===== src/rtl/core/mmfs_pkg.sv =====
`timescale 1ns / 1ps
`default_nettype none
// ----------------------------------------------------------------------------
// mmfs_pkg: shared types and constants of the min-max feature scaler
// Field widths, divider operand widths, sequencer states and the id-to-slot
// reduction used by the statistics table.
// ----------------------------------------------------------------------------
package mmfs_pkg;

   localparam int MAX_ITEMS_DEF    = 64;
   localparam int NUM_FEATURES_DEF = 256;

   localparam int ID_W       = 8;
   localparam int VAL_W      = 32;
   localparam int FRAC_W     = 16;
   localparam int QUO_W      = FRAC_W + 1;
   localparam int DEN_W      = VAL_W;
   localparam int DIVIDEND_W = VAL_W + QUO_W;

   typedef enum logic [3:0] {
      ST_CLEAR,
      ST_IDLE,
      ST_LD_WR,
      ST_EM_BUF,
      ST_EM_TAB,
      ST_EM_PREP,
      ST_EM_DIV
   } mmfs_state_type;

   typedef struct packed {
      logic                  start;
      logic [DIVIDEND_W-1:0] dividend;
      logic [DEN_W-1:0]      divisor;
   } mmfs_div_req_type;

   typedef struct packed {
      logic             done;
      logic [QUO_W-1:0] quotient;
   } mmfs_div_rsp_type;

   // id modulo n by shifted compare-subtract; n of 256 or more leaves id as is
   function automatic logic [ID_W-1:0] mmfs_id_slot(input logic [ID_W-1:0] id, input int n);
      logic [ID_W-1:0] r;
      r = id;
      for (int k = ID_W - 1; k >= 0; k--) begin
         if (n < (1 << ID_W)) begin
            if (int'(r) >= (n << k)) begin
               r = r - ID_W'(n << k);
            end
         end
      end
      return r;
   endfunction

endpackage
`default_nettype wire


===== src/rtl/core/mmfs_ram.sv =====
`timescale 1ns / 1ps
`default_nettype none
// ----------------------------------------------------------------------------
// mmfs_ram: single-port-write, single-port-read memory
// One write and one registered read per cycle; read data holds when idle.
// ----------------------------------------------------------------------------
module mmfs_ram import mmfs_pkg::*; #(
   parameter int WIDTH = VAL_W,
   parameter int DEPTH = MAX_ITEMS_DEF
) (
   input  wire logic                     clock,
   input  wire logic                     wr_en,
   input  wire logic [$clog2(DEPTH)-1:0] wr_addr,
   input  wire logic [WIDTH-1:0]         wr_data,
   input  wire logic                     rd_en,
   input  wire logic [$clog2(DEPTH)-1:0] rd_addr,
   output logic      [WIDTH-1:0]         rd_data
);

   logic [WIDTH-1:0] mem [DEPTH];

   always_ff @(posedge clock) begin
      if (wr_en) begin
         mem[wr_addr] <= wr_data;
      end
   end

   always_ff @(posedge clock) begin
      if (rd_en) begin
         rd_data <= mem[rd_addr];
      end
   end

endmodule
`default_nettype wire


===== config.mk =====
export PLATFORM = sky130hd
export DESIGN_NAME = mmfs_ram
export DESIGN_NICKNAME = d
export VERILOG_FILES = /design/src/rtl/core/mmfs_pkg.sv /design/src/rtl/core/mmfs_ram.sv
export SDC_FILE = /design/constraint.sdc
export NUM_CORES = 2
export LEC_CHECK = 0
export ABC_CLOCK_PERIOD_IN_PS = 4300
export BUFFER_PORTS_ARGS = -buffer_cell sky130_fd_sc_hd__buf_2
export CAP_MARGIN = 10
export CORE_MARGIN = 2
export CORE_UTILIZATION = 54
export DETAILED_ROUTE_END_ITERATION = 16
export MAX_ROUTING_LAYER = met4
export PLACE_DENSITY = 0.7
export SLEW_MARGIN = 5
export SYNTH_ARGS = -nofsm -noshare
export SYNTH_HDL_FRONTEND = slang
export SYNTH_SLANG_ARGS = --single-unit

===== constraint.sdc =====
create_clock -name clock -period 4.3 [get_ports clock]
set_input_delay 0.215 -clock clock [delete_from_list [all_inputs] [get_ports clock]]
set_output_delay 0.215 -clock clock [all_outputs]
set_load 0.02 [all_outputs]

==> impl_metrics.env <==
export IMPL_fin_util_pct=61.4
export IMPL_synth_flop_cell="edfxtp_1"
export IMPL_synth_fp_nets=3371
export IMPL_grt_start_max_net_pins=65
export IMPL_slowest_stage="a21oi_1"
export IMPL_num_vias=37700
export IMPL_drive_above_1_share_pct=30.3
export IMPL_start_util_pct=54.3
export IMPL_cp_max_fo=62
export IMPL_drt_iter0_markers=5314
export IMPL_ys_seq_area_share_pct=79.2
export IMPL_tightest_slew_ns=1.28
export IMPL_swShare_pct=21.2
export IMPL_seqPwrFrac_pct=55.0
export IMPL_die_area_sq_um=149000
export IMPL_drc=0
export IMPL_p_int_mw=32.3
export IMPL_wire_per_inst_microns=35.1
export IMPL_postCtsHoldBufs=2
export IMPL_crit_chain="buf_8 -> buf_12 -> buf_12 -> buf_4 -> mux4_2 -> mux2i_1 -> a21oi_1 -> a21oi_1 -> nor2_1"
export IMPL_synth_edf_count=2080
export IMPL_postCtsSetupRepairBufs=0
export IMPL_crit_family="buffers and inverters"
export IMPL_yosysUniqueCellTypes=33
export IMPL_track_usage_pct=28.2
export IMPL_startpoint_type="input port"
export IMPL_cts_resized=0
export IMPL_rows=140
export IMPL_p_clk_share_pct=39.8
export IMPL_ys_top_cells_by_area="edfxtp_1 79%, mux4_2 16%, mux2i_1 1.2%"
export IMPL_whs_endpoint="mem[37][2]"
export IMPL_dpl_instance_area_sq_um=83000
export IMPL_arrival_ns=3.34
export IMPL_fillCellCount=9614
export IMPL_instances_no_fill=5705
export IMPL_crit_path_end_kind="flip-flop"
export IMPL_rsz0062_at_grt="false"
export IMPL_hpwl_mm=113
export IMPL_clock_sinks=2080
export IMPL_fmax_ghz=0.355
export IMPL_r2r_end="rd_data[7]"
export IMPL_cp_slowest_stage_delay_ns=0.60
export IMPL_status="finished, final reports clean"
export IMPL_ant_nets=0
export IMPL_p_per_area_nw_per_um2=461
export IMPL_cts_made_buffers=196
export IMPL_tritoncts="built"
export IMPL_gp_congestion=0.827
export IMPL_core_sq_um=145000
export IMPL_timing_slew_headroom_pct=14.7
export IMPL_portBuffers=78
export IMPL_final_common_cell="edfxtp_1"
export IMPL_via_per_inst=6.60
export IMPL_final_cell_mix="2080 x edfxtp_1, 544 x mux4_2, 201 x clkbuf_16"
export IMPL_drv_cap=0
export IMPL_fp_dieH_microns=386
export IMPL_synth_cells=3324
export IMPL_drt_first_pass_iters=5
export IMPL_slew_viol_final=0
export IMPL_syn_cell_area_sq_um=78800
export IMPL_syn_to_final_growth_pct=13.1
export IMPL_die_x_microns=386
export IMPL_p_switching_mw=8.71
export IMPL_dpl_cell_count=5330
export IMPL_final_area_sq_um=89100
export IMPL_hold_path_class="input port to flip-flop"
export IMPL_wirelength_mm=200
export IMPL_synthArstFlopShare_pct=0
export IMPL_cts_root_buffer="clkbuf_16"
export IMPL_critPathKind="input port to flip-flop"
export IMPL_hold_viol_final=0
export IMPL_reg2reg_depth=4
export IMPL_nets=3662
export IMPL_setup_viol=0
export IMPL_tns_ns=0
export IMPL_post_route_min_period_ns=2.82
export IMPL_r2r_setup_slack_ns=1.78
export IMPL_reg2reg_from="mem[39][7]"
export IMPL_synth_seq_cells=2080
export IMPL_clkTransAtPathRegs_ns=0.06
export IMPL_p_leak_nw=27.8
export IMPL_htree_levels=4
export IMPL_hold_path_depth=2
export IMPL_synth_top_cell_area_share_pct=79.2
export IMPL_ys_warn_count=0
export IMPL_antenna_found_initial=9
export IMPL_pwr_share_comb_pct=5.1
export IMPL_min_from="wr_data[2]"
export IMPL_period_share_pct=65.5
export IMPL_grt_pass1_wl_mm=281
export IMPL_critPathBufInv=4
export IMPL_io_pins=79
export IMPL_worstPathRequired_ns=4.82
export IMPL_grt_overflow=0
export IMPL_irDropWorstVdd_v=0.000433
export IMPL_finalClockSkew_ns=0.0300
export IMPL_yosysTopAreaCell="edfxtp_1"
export IMPL_syn_avg_cell_area_sq_um=23.7
export IMPL_grt_pass1_vias=37500
export IMPL_insertion_delay_ns=0.82
export IMPL_clock_path_buffers=3
logic make-up (layout without fill, tap and decap cells):
group | count (synthesis) | in the layout | share of synthesized area (%)
AO/OA/AOI/OAI | 202 | 202 | 1.67
buffers and inverters | 182 | 635 | 1.12
flip-flops | 2080 | 2080 | 79.2
multiplexers | 637 | 637 | 16.7
other | 0 | 11 | 0
AND/OR/NAND/NOR | 223 | 223 | 1.26
registers in the layout, summed over array words and instances (netlist names):
name,flops
mem,2048
rd_data,32
metal layers:
| metal | part of all wire, % | up-vias | GRT usage, % |
|---|---|---|---|
| li1 | - | 14900 | - |
| met1 | 38 | 20200 | 39.1 |
| met2 | 48 | 2218 | 42.8 |
| met3 | 11 | 304 | 6.11 |
| met4 | 2.9 | 0 | 8.10 |
| met5 | 0 | - | - |
cells in the mapped netlist, drive strengths merged, types with 7 or more instances:
cell type,instances
edfxtp,2080
mux2i,93
a311oi,8
buf,108
a21oi,62
o22ai,84
a22oi,12
nor2b,15
nand2b,8
nand2,26
nor3,7
nor2,137
o221ai,27
mux4,544
clkbuf,74
power by group through the flow:
stage	combinational [mW]	clock, mW	sequential [mW]
3_3_place_gp	2.07	0	23.0
5_1_grt	2.22	17.3	22.6
4_1_cts	2.12	16.5	22.6
3_5_place_dp	2.10	0	23.0
6_report	2.11	16.4	22.6
2_1_floorplan	1.09	0	23.0
how the worst max path moves through the flow:
stage / from / to / slack (ns) / cells past startpoint
3_5_place_dp: rd_addr[0] / rd_data[24] / 0.62 / 9
3_3_place_gp: rd_addr[0] / rd_data[7] / 0.61 / 7
6_report: rd_addr[0] / rd_data[24] / 1.48 / 9
2_1_floorplan: wr_addr[3] / mem[48][0] / 0.93 / 4
4_1_cts: rd_addr[0] / rd_data[24] / 1.50 / 9
5_1_grt: rd_addr[0] / rd_data[24] / 1.38 / 9
cell type report:
class,count,area [sq um],area share [%]
well taps,1917,2400,2.69
diodes,11,27.5,0.0309
flip-flops and latches,2080,62500,70.1
clock inverters,122,858,0.963
multi-input cells,1062,16000,17.9
clock buffers,238,5170,5.80
repair buffers,275,2250,2.53
stage by stage:
step	hold slack [ns]	power [mW]	worst slack, ns
finish	0.0627	41.0	1.48
global route	0.0683	42.1	1.38
CTS	0.0233	41.2	1.50
detailed placement	0.665	25.1	0.619
global placement	0.662	25.1	0.613
floorplan	0.314	24.1	0.925
No activity file was read; power rests on OpenSTA's default activity.
