## src/rtl/core/mmfs_pkg.sv

```systemverilog
`timescale 1ns / 1ps
`default_nettype none
// ----------------------------------------------------------------------------
// mmfs_pkg: shared types and constants of the min-max feature scaler
// Field widths, divider operand widths, sequencer states and the id-to-slot
// reduction used by the statistics table.
// ----------------------------------------------------------------------------
package mmfs_pkg;

   localparam int MAX_ITEMS_DEF    = 64;
   localparam int NUM_FEATURES_DEF = 256;

   localparam int ID_W       = 8;
   localparam int VAL_W      = 32;
   localparam int FRAC_W     = 16;
   localparam int QUO_W      = FRAC_W + 1;
   localparam int DEN_W      = VAL_W;
   localparam int DIVIDEND_W = VAL_W + QUO_W;

   typedef enum logic [3:0] {
      ST_CLEAR,
      ST_IDLE,
      ST_LD_WR,
      ST_EM_BUF,
      ST_EM_TAB,
      ST_EM_PREP,
      ST_EM_DIV
   } mmfs_state_type;

   typedef struct packed {
      logic                  start;
      logic [DIVIDEND_W-1:0] dividend;
      logic [DEN_W-1:0]      divisor;
   } mmfs_div_req_type;

   typedef struct packed {
      logic             done;
      logic [QUO_W-1:0] quotient;
   } mmfs_div_rsp_type;

   // id modulo n by shifted compare-subtract; n of 256 or more leaves id as is
   function automatic logic [ID_W-1:0] mmfs_id_slot(input logic [ID_W-1:0] id, input int n);
      logic [ID_W-1:0] r;
      r = id;
      for (int k = ID_W - 1; k >= 0; k--) begin
         if (n < (1 << ID_W)) begin
            if (int'(r) >= (n << k)) begin
               r = r - ID_W'(n << k);
            end
         end
      end
      return r;
   endfunction

endpackage
`default_nettype wire

```

## src/rtl/core/mmfs_divider.sv

```systemverilog
`timescale 1ns / 1ps
`default_nettype none
// ----------------------------------------------------------------------------
// mmfs_divider: restoring divider, one quotient bit per cycle
// Dividend is known to give a quotient below 2**QUO_W, so the upper part
// starts as the partial remainder and QUO_W steps finish the division.
// ----------------------------------------------------------------------------
module mmfs_divider import mmfs_pkg::*; (
   input  wire logic             clock,
   input  wire logic             reset,
   input  wire mmfs_div_req_type div_req,
   output mmfs_div_rsp_type      div_rsp
);

   localparam int CNT_W = $clog2(QUO_W);

   logic             busy_ff, busy_in;
   logic             done_ff, done_in;
   logic [CNT_W-1:0] cnt_ff, cnt_in;
   logic [DEN_W-1:0] rem_ff, rem_in;
   logic [DEN_W-1:0] den_ff, den_in;
   logic [QUO_W-1:0] low_ff, low_in;
   logic [QUO_W-1:0] quo_ff, quo_in;

   logic [DEN_W:0] shifted;
   logic [DEN_W:0] diff;
   logic           fits;

   always_comb begin
      shifted = {rem_ff, low_ff[QUO_W-1]};
      diff    = shifted - {1'b0, den_ff};
      fits    = !diff[DEN_W];

      busy_in = busy_ff;
      done_in = 1'b0;
      cnt_in  = cnt_ff;
      rem_in  = rem_ff;
      den_in  = den_ff;
      low_in  = low_ff;
      quo_in  = quo_ff;

      if (div_req.start) begin
         busy_in = 1'b1;
         cnt_in  = '0;
         rem_in  = div_req.dividend[DIVIDEND_W-1:QUO_W];
         low_in  = div_req.dividend[QUO_W-1:0];
         den_in  = div_req.divisor;
      end else if (busy_ff) begin
         rem_in = fits ? diff[DEN_W-1:0] : shifted[DEN_W-1:0];
         low_in = {low_ff[QUO_W-2:0], 1'b0};
         quo_in = {quo_ff[QUO_W-2:0], fits};
         cnt_in = cnt_ff + CNT_W'(1);
         if (cnt_ff == CNT_W'(QUO_W - 1)) begin
            busy_in = 1'b0;
            done_in = 1'b1;
         end
      end
   end

   always_ff @(posedge clock) begin
      if (reset) begin
         busy_ff <= 1'b0;
         done_ff <= 1'b0;
         cnt_ff  <= '0;
      end else begin
         busy_ff <= busy_in;
         done_ff <= done_in;
         cnt_ff  <= cnt_in;
      end
   end

   always_ff @(posedge clock) begin
      rem_ff <= rem_in;
      den_ff <= den_in;
      low_ff <= low_in;
      quo_ff <= quo_in;
   end

   assign div_rsp.done     = done_ff;
   assign div_rsp.quotient = quo_ff;

   a_start_when_free: assert property (@(posedge clock) disable iff (reset)
      div_req.start |-> !busy_ff)
      else $error("divider started while busy");

   a_done_after_run: assert property (@(posedge clock) disable iff (reset)
      done_ff |-> !busy_ff && $past(busy_ff))
      else $error("divider done without a run");

   a_run_continues: assert property (@(posedge clock) disable iff (reset)
      (busy_ff && cnt_ff != CNT_W'(QUO_W - 1)) |=> busy_ff)
      else $error("divider stopped early");

endmodule
`default_nettype wire

```

## config.mk

```make
export PLATFORM = sky130hd
export DESIGN_NAME = mmfs_divider
export DESIGN_NICKNAME = d
export VERILOG_FILES = /design/src/rtl/core/mmfs_pkg.sv /design/src/rtl/core/mmfs_divider.sv
export SDC_FILE = /design/constraint.sdc
export NUM_CORES = 1
export LEC_CHECK = 0
export BUFFER_PORTS_ARGS = -buffer_cell sky130_fd_sc_hd__buf_2
export CAP_MARGIN = 20
export CORE_MARGIN = 10
export CORE_UTILIZATION = 25
export DETAILED_ROUTE_END_ITERATION = 6
export GPL_TIMING_DRIVEN = 1
export PLACE_DENSITY = 0.53
export SETUP_SLACK_MARGIN = 0.3
export SYNTH_ARGS = -nofsm -noshare
export SYNTH_HDL_FRONTEND = slang
export SYNTH_SLANG_ARGS = --single-unit
export TNS_END_PERCENT = 100
```

## constraint.sdc

```tcl
create_clock -name clock -period 8.23 [get_ports clock]
set_clock_uncertainty 0.2 [all_clocks]
set_input_delay 0.4115 -clock clock [delete_from_list [all_inputs] [get_ports clock]]
set_output_delay 0.4115 -clock clock [all_outputs]
set_load 0.05 [all_outputs]
```

==> metrics.yaml, run 1 <==
status: "finished clean"
maxCapViolations: 0
wl_per_cell_um: 15.4
track_usage_pct: 9.88
io_pins: 102
reg2reg_depth: 13
dpl.hpwl_um: 11200
drc: 0
final_common_cell: "buf_2"
ys_seq_area_share_pct: 50.8
setup-tns-final_ns: 0
cp_max_fo: 42
path_delay_family: "compound AO/OA/AOI/OAI gates"
ant_nets: 0
ir_worst_vdd_uv: 137
syn_to_final_growth_pct: 18.6
hold_path_class: "primary input to flop"
p_per_area_mw_per_mm2: 307
cp_cell_sequence: "inv_1 > ha_1 > fa_1 > nand2b_1 > a21oi_1 > o41a_1 > o311ai_2 > a31oi_2 > a41oi_2 > xnor2_4 > buf_4 > mux2_2 > o21ai_1"
gp_congestion: 0.797
critical_path_class: "flop to flop"
cpMaxStageDelayCell: "buf_4"
grt_overflow: 0
grt_pass1_vias: 4562
whs_ns: 0.0249
cp_num_cells: 13
grt_max_degree: 64
cts_buffer_depth: 2
cts_tree: "yes"
drv_slew: 0
slew_headroom_pct: 51.4
critical_path_required_ns: 8.24
crit_buf_inv: 2
setup_violations: 0
synth_seq_cells: 105
clock_latency_ns: 0.36
async_flop_share_pct: 0
die_x_um: 176
port_buffers: 101
fillers: 2561
synthFlopType: "edfxtp_1"
cp-end-kind: "flop"
drive_above_1_share_pct: 22.6
synth_nets: 682
dp_slack_ns: 4.30
rows: 56
grt_pass1_wl_um: 24700
dr.pass1.iters: 4
start_kind: "flop"
worstMarginPinSlew_ns: 0.729
tritoncts.num_buffers: 9
syn_inst: 563
ys_types: 57
grt_antenna_before_repair: 0
clockRootBuffer: "clkbuf_16"
cts_setup_buffers: 0
h-tree-depth: 3
dieArea_sq_mm: 0.0309
drt-initial-drc-count: 233
core_area_sq_mm: 0.0237
final_hold_viol_count: 0
avgSynthCellArea_sq_um: 10.8
finalNetCount: 772
layout_common_cells: "buf_2, edfxtp_1, nand2_1"
max_freq_mhz: 255
die_h_um: 176
period_minus_slack_ns: 3.92
p_leak_nw: 2.96
clk_pin_slew_ns: 0.08
reg2reg_slack_ns: 4.31
avgViaCountPerCell: 4.51
initial_core_util_pct: 25.6
vias: 4410
syn-cell-area_sq_mm: 0.00607
synth_warnings: 0
arrival_ns: 3.93
clkSinkCount: 105
min_path_cells: 1
synth-edff-count: 98
wl_um: 15000
finalCritPeriodShare_pct: 47.6
cts.repair.resized: 0
slowest_delay_ns: 0.52
worst_slack_ns: 4.31
n_antenna_cell: 0
rsz0062_at_grt: "false"
-- where the power goes --
part	internal, W	leakage, nW	switching (W)
Sequential	0.000707	1.03	0.0000478
Combinational	0.000440	1.79	0.000582
Clock	0.000224	0.146	0.000210
Total	0.00137	2.96	0.000839
-- flip-flops by register name (all words and copies together), names as in the netlist --
| signal | flops |
|---|---|
| den_ff | 32 |
| quo_ff | 17 |
| done_ff | 1 |
| busy_ff | 1 |
| cnt_ff | 5 |
| low_ff | 17 |
| rem_ff | 32 |
-- stage by stage --
step	instances	utilization [%]	area, sq um	power [W]
after detailed placement	960	29.1	6900	0.00179
after global routing	977	30.4	7200	0.00240
final	977	30.4	7200	0.00221
after global placement	960	29.1	6900	0.00179
after CTS	977	30.4	7200	0.00224
after floorplan	563	-	6070	0.00158
-- worst paths after layout --
check | from | end
setup reg to reg | low_ff[16]$_DFFE_PP_ | rem_ff[0]$_DFFE_PP_
setup / recovery | low_ff[16]$_DFFE_PP_ | rem_ff[0]$_DFFE_PP_
hold / removal | div_req[26] | den_ff[26]$_DFFE_PP_
hold reg to reg | quo_ff[7]$_DFFE_PP_ | quo_ff[8]$_DFFE_PP_
-- cell usage after synthesis (all sizes together), types with 9 or more instances --
cell | count | share of area (%)
mux2 | 18 | 3.3
a21oi | 29 | 2.4
xnor2 | 15 | 2.3
inv | 44 | 2.7
a21o | 11 | 1.4
nor3 | 11 | 0.91
mux2i | 24 | 4.0
clkbuf | 21 | 1.3
o21ai | 44 | 3.6
ha | 34 | 7.0
nand3 | 9 | 0.74
nand2 | 58 | 3.6
edfxtp | 98 | 48
xor2 | 15 | 2.2
nor2 | 38 | 2.3
-- per-layer routing --
metal | vias to the layer above | global-route usage, % | part of all wire [%]
met5 | - | 0 | 0
met4 | 0 | 2.79 | 1.1
met3 | 14 | 2.66 | 4.2
met2 | 75 | 15.2 | 45
met1 | 2098 | 13.2 | 50
li1 | 2223 | - | -
-- area by class of cell --
cell class	count	area (sq um)	area share [%]
well taps	319	399	5.54
clock buffers	11	253	3.51
flip-flops and latches	105	3080	42.8
multi-input cells	387	2720	37.7
repair buffers	106	548	7.61
inverters	44	165	2.29
clock inverters	5	37.5	0.521
-- kinds of logic (layout without fill, tap and decap cells) --
family / after synthesis / in the layout / synth area share, %
AND/OR/NAND/NOR: 148 / 148 / 11.2
AO/OA/AOI/OAI: 132 / 132 / 14.2
flip-flops: 105 / 105 / 50.8
buffers and inverters: 71 / 166 / 4.72
multiplexers: 42 / 42 / 7.30
adder cells (fa/ha/maj): 35 / 35 / 7.34
XOR/XNOR: 30 / 30 / 4.45
-- timing repair --
| item | in CTS | in global routing |
|---|---|---|
| endpoints found under the setup margin | 0 | 0 |
| hold buffers | 1 | 0 |
| endpoints found under the hold margin | 1 | 0 |
No activity file was read; power rests on OpenSTA's default activity.
==> run 2: changes to the inputs <==
ABC_AREA = 1   (was unset)
PLACE_DENSITY = 0.54   (was 0.53)
clock period = 3.5 ns   (was 8.23 ns; I/O delays follow)
==> metrics.yaml, run 2 <==
fillers: 3107  # +21%
grt_pass1_vias: 6760  # +48%
busiest_layer: "met2"
synth_top_cell_by_area: "edfxtp_1"
ir_worst_vdd_uv: 226  # +65%
ys_seq_area_share_pct: 42.7  # -8.1 points
tritoncts.num_buffers: 9  # unchanged
cp-end-kind: "flop"
avgSynthCellArea_sq_um: 7.23  # -33%
drt-initial-drc-count: 270  # +16%
synth_top_area_share_pct: 40.8  # -7.7 points
finalNetCount: 1298  # +68%
critical_path_class: "flop to flop"
synthTopCellsByArea: "edfxtp_1, nand2_1, inv_1, nand3_1, ha_1"
setup_violations: 0  # unchanged
rsz0062_at_grt: "false"
p_per_area_mw_per_mm2: 522  # +70%
drv_slew: 0  # unchanged
rows: 62  # +11%
slowest_delay_ns: 0.40  # -0.12 ns
syn-cell-area_sq_mm: 0.00722  # +19%
die_h_um: 190  # +8.0%
critical_path_required_ns: 3.42  # -4.82 ns
track_usage_pct: 12.0  # +2.1 points
grt_pass1_wl_um: 34700  # +40%
r2r_start: "den_ff[0]$_DFFE_PP_"
crit_buf_inv: 1  # -1
met2_usage_pct: 19.5  # +4.3 points
dpl.hpwl_um: 16700  # +49%
synth-edff-count: 98  # unchanged
drc: 0  # unchanged
synthFlopType: "edfxtp_1"
clk_pin_slew_ns: 0.09  # about the same
synth_warnings: 0  # unchanged
grt_antenna_before_repair: 1  # +1
layout_common_cells: "nand2_1, inv_1, buf_2"
final_hold_viol_count: 0  # unchanged
grt_overflow: 0  # unchanged
p_leak_nw: 4.82  # +63%
gp_congestion: 0.899  # +13%
setup-tns-final_ns: 0  # unchanged
arrival_ns: 2.82  # -1.11 ns
maxCapViolations: 0  # unchanged
die_x_um: 190  # +8.0%
start_kind: "flop"
ys_types: 36  # -37%
vias: 6601  # +50%
worstMarginPinSlew_ns: 0.559  # -0.170 ns
cts_tree: "yes"
slew_headroom_pct: 62.8  # +11 points
path_delay_family: "simple AND/OR/NAND/NOR gates"
hp-start: "div_req[81]"
dieArea_sq_mm: 0.0361  # +17%
synth.most_common_cell: "nand2_1"
finalCritPeriodShare_pct: 82.9  # +35 points
grtUsageMet3_pct: 2.34  # -0.32 points
drive_above_1_share_pct: 12.5  # -10 points
critPathLaunch: "den_ff[0]$_DFFE_PP_"
initial_core_util_pct: 25.2  # -0.41 points
cts_buffer_depth: 2  # unchanged
reg2reg_slack_ns: 0.60  # -3.71 ns
finalNonFillerCells: 1569  # +61%
reg.largest.list: "den_ff (32), rem_ff (32)"
port_buffers: 101  # unchanged
wl_um: 21500  # +43%
dp_cells: 1470  # +53%
h-tree-depth: 3  # unchanged
dr.pass1.iters: 4  # unchanged
synth_seq_cells: 105  # unchanged
synth_common_cells: "nand2_1, inv_1, edfxtp_1"
cp_max_fo: 15  # -64%
synth_nets: 1117  # +64%
ant_nets: 0  # unchanged
cp_cell_sequence: "ha_1 > fa_1 > inv_1 > nand2_1 > nand2_1 > nand3_1 > nand2_2 > nand2_2 > nand2_2 > nand2_4 > nand2_4 > nand2_4 > nand2_2 > nand2_1 > nand3_1 > nand2_1"
final_common_cell: "nand2_1"
avgViaCountPerCell: 4.21  # -6.8%
syn_inst: 998  # +77%
wl_per_cell_um: 13.7  # -11%
cpMaxStageDelayCell: "fa_1"
core_area_sq_mm: 0.0286  # +21%
clockRootBuffer: "clkbuf_16"
grt_max_degree: 50  # -22%
syn_to_final_growth_pct: 28.8
clkSinkCount: 105  # unchanged
hold_path_class: "primary input to flop"
status: "finished clean"
period_minus_slack_ns: 2.90  # -1.02 ns
async_flop_share_pct: 0  # unchanged
cts_setup_buffers: 0  # unchanged
max_freq_mhz: 345  # +35%
clock_latency_ns: 0.37  # about the same
io_pins: 102  # unchanged
use_met1_pct: 16.0  # +2.8 points
whs_ns: 0.103  # +0.0779 ns
==> run 2: final cells by class <==
class,count,area (sq um),area share (%)
clock buffers,9,225,2.42
multi-input cells,675,3290,35.4
repair buffers,189,1370,14.8
well taps,384,480,5.17
clock inverters,7,98.8,1.06
flip-flops and latches,105,3080,33.1
diodes,1,2.50,0.0269
inverters,199,747,8.03
==> run 2: final timing paths <==
path	to	depth (start not counted)
worst max-delay path	rem_ff[14]$_DFFE_PP_	16
worst min-delay path	den_ff[7]$_DFFE_PP_	1
worst max register to register	rem_ff[14]$_DFFE_PP_	16
worst min register to register	quo_ff[16]$_DFFE_PP_	0
==> run 2: per-stage QoR <==
step                setup slack [ns]  power (W)  instance area, sq um  utilization [%]
global placement               0.663    0.00370                  8150             28.5
finish                         0.600    0.00486                  9300             32.5
CTS                            0.578    0.00492                  9300             32.5
floorplan                      0.991    0.00317                  7220                -
detailed placement             0.598    0.00370                  8150             28.5
global route                   0.300    0.00528                  9300             32.5
==> run 2: timing repair <==
| action | CTS | global route |
|---|---|---|
| hold endpoints to repair | 88 | 0 |
| hold buffers | 82 | 0 |
| gates resized for setup | 0 | 0 |
==> run 2: metal layers <==
layer / wire, um / share of wire (%) / vias to the layer above
met2: 9940 / 46 / 98
met5: 0 / 0 / -
li1: - / - / 3469
met1: 10600 / 49 / 3020
met3: 767 / 3.6 / 14
met4: 187 / 0.87 / 0
==> run 2: kinds of logic after synthesis <==
family                   synth area share (%)
flip-flops                               42.7
XOR/XNOR                                 1.09
buffers and inverters                    11.8
AO/OA/AOI/OAI                            3.29
AND/OR/NAND/NOR                          35.0
adder cells (fa/ha/maj)                  6.17
==> run 2: where the power goes <==
part	internal [W]	switching (W)
Sequential	0.00157	0.0000745
Clock	0.000520	0.000587
Combinational	0.000740	0.00137
Total	0.00282	0.00203
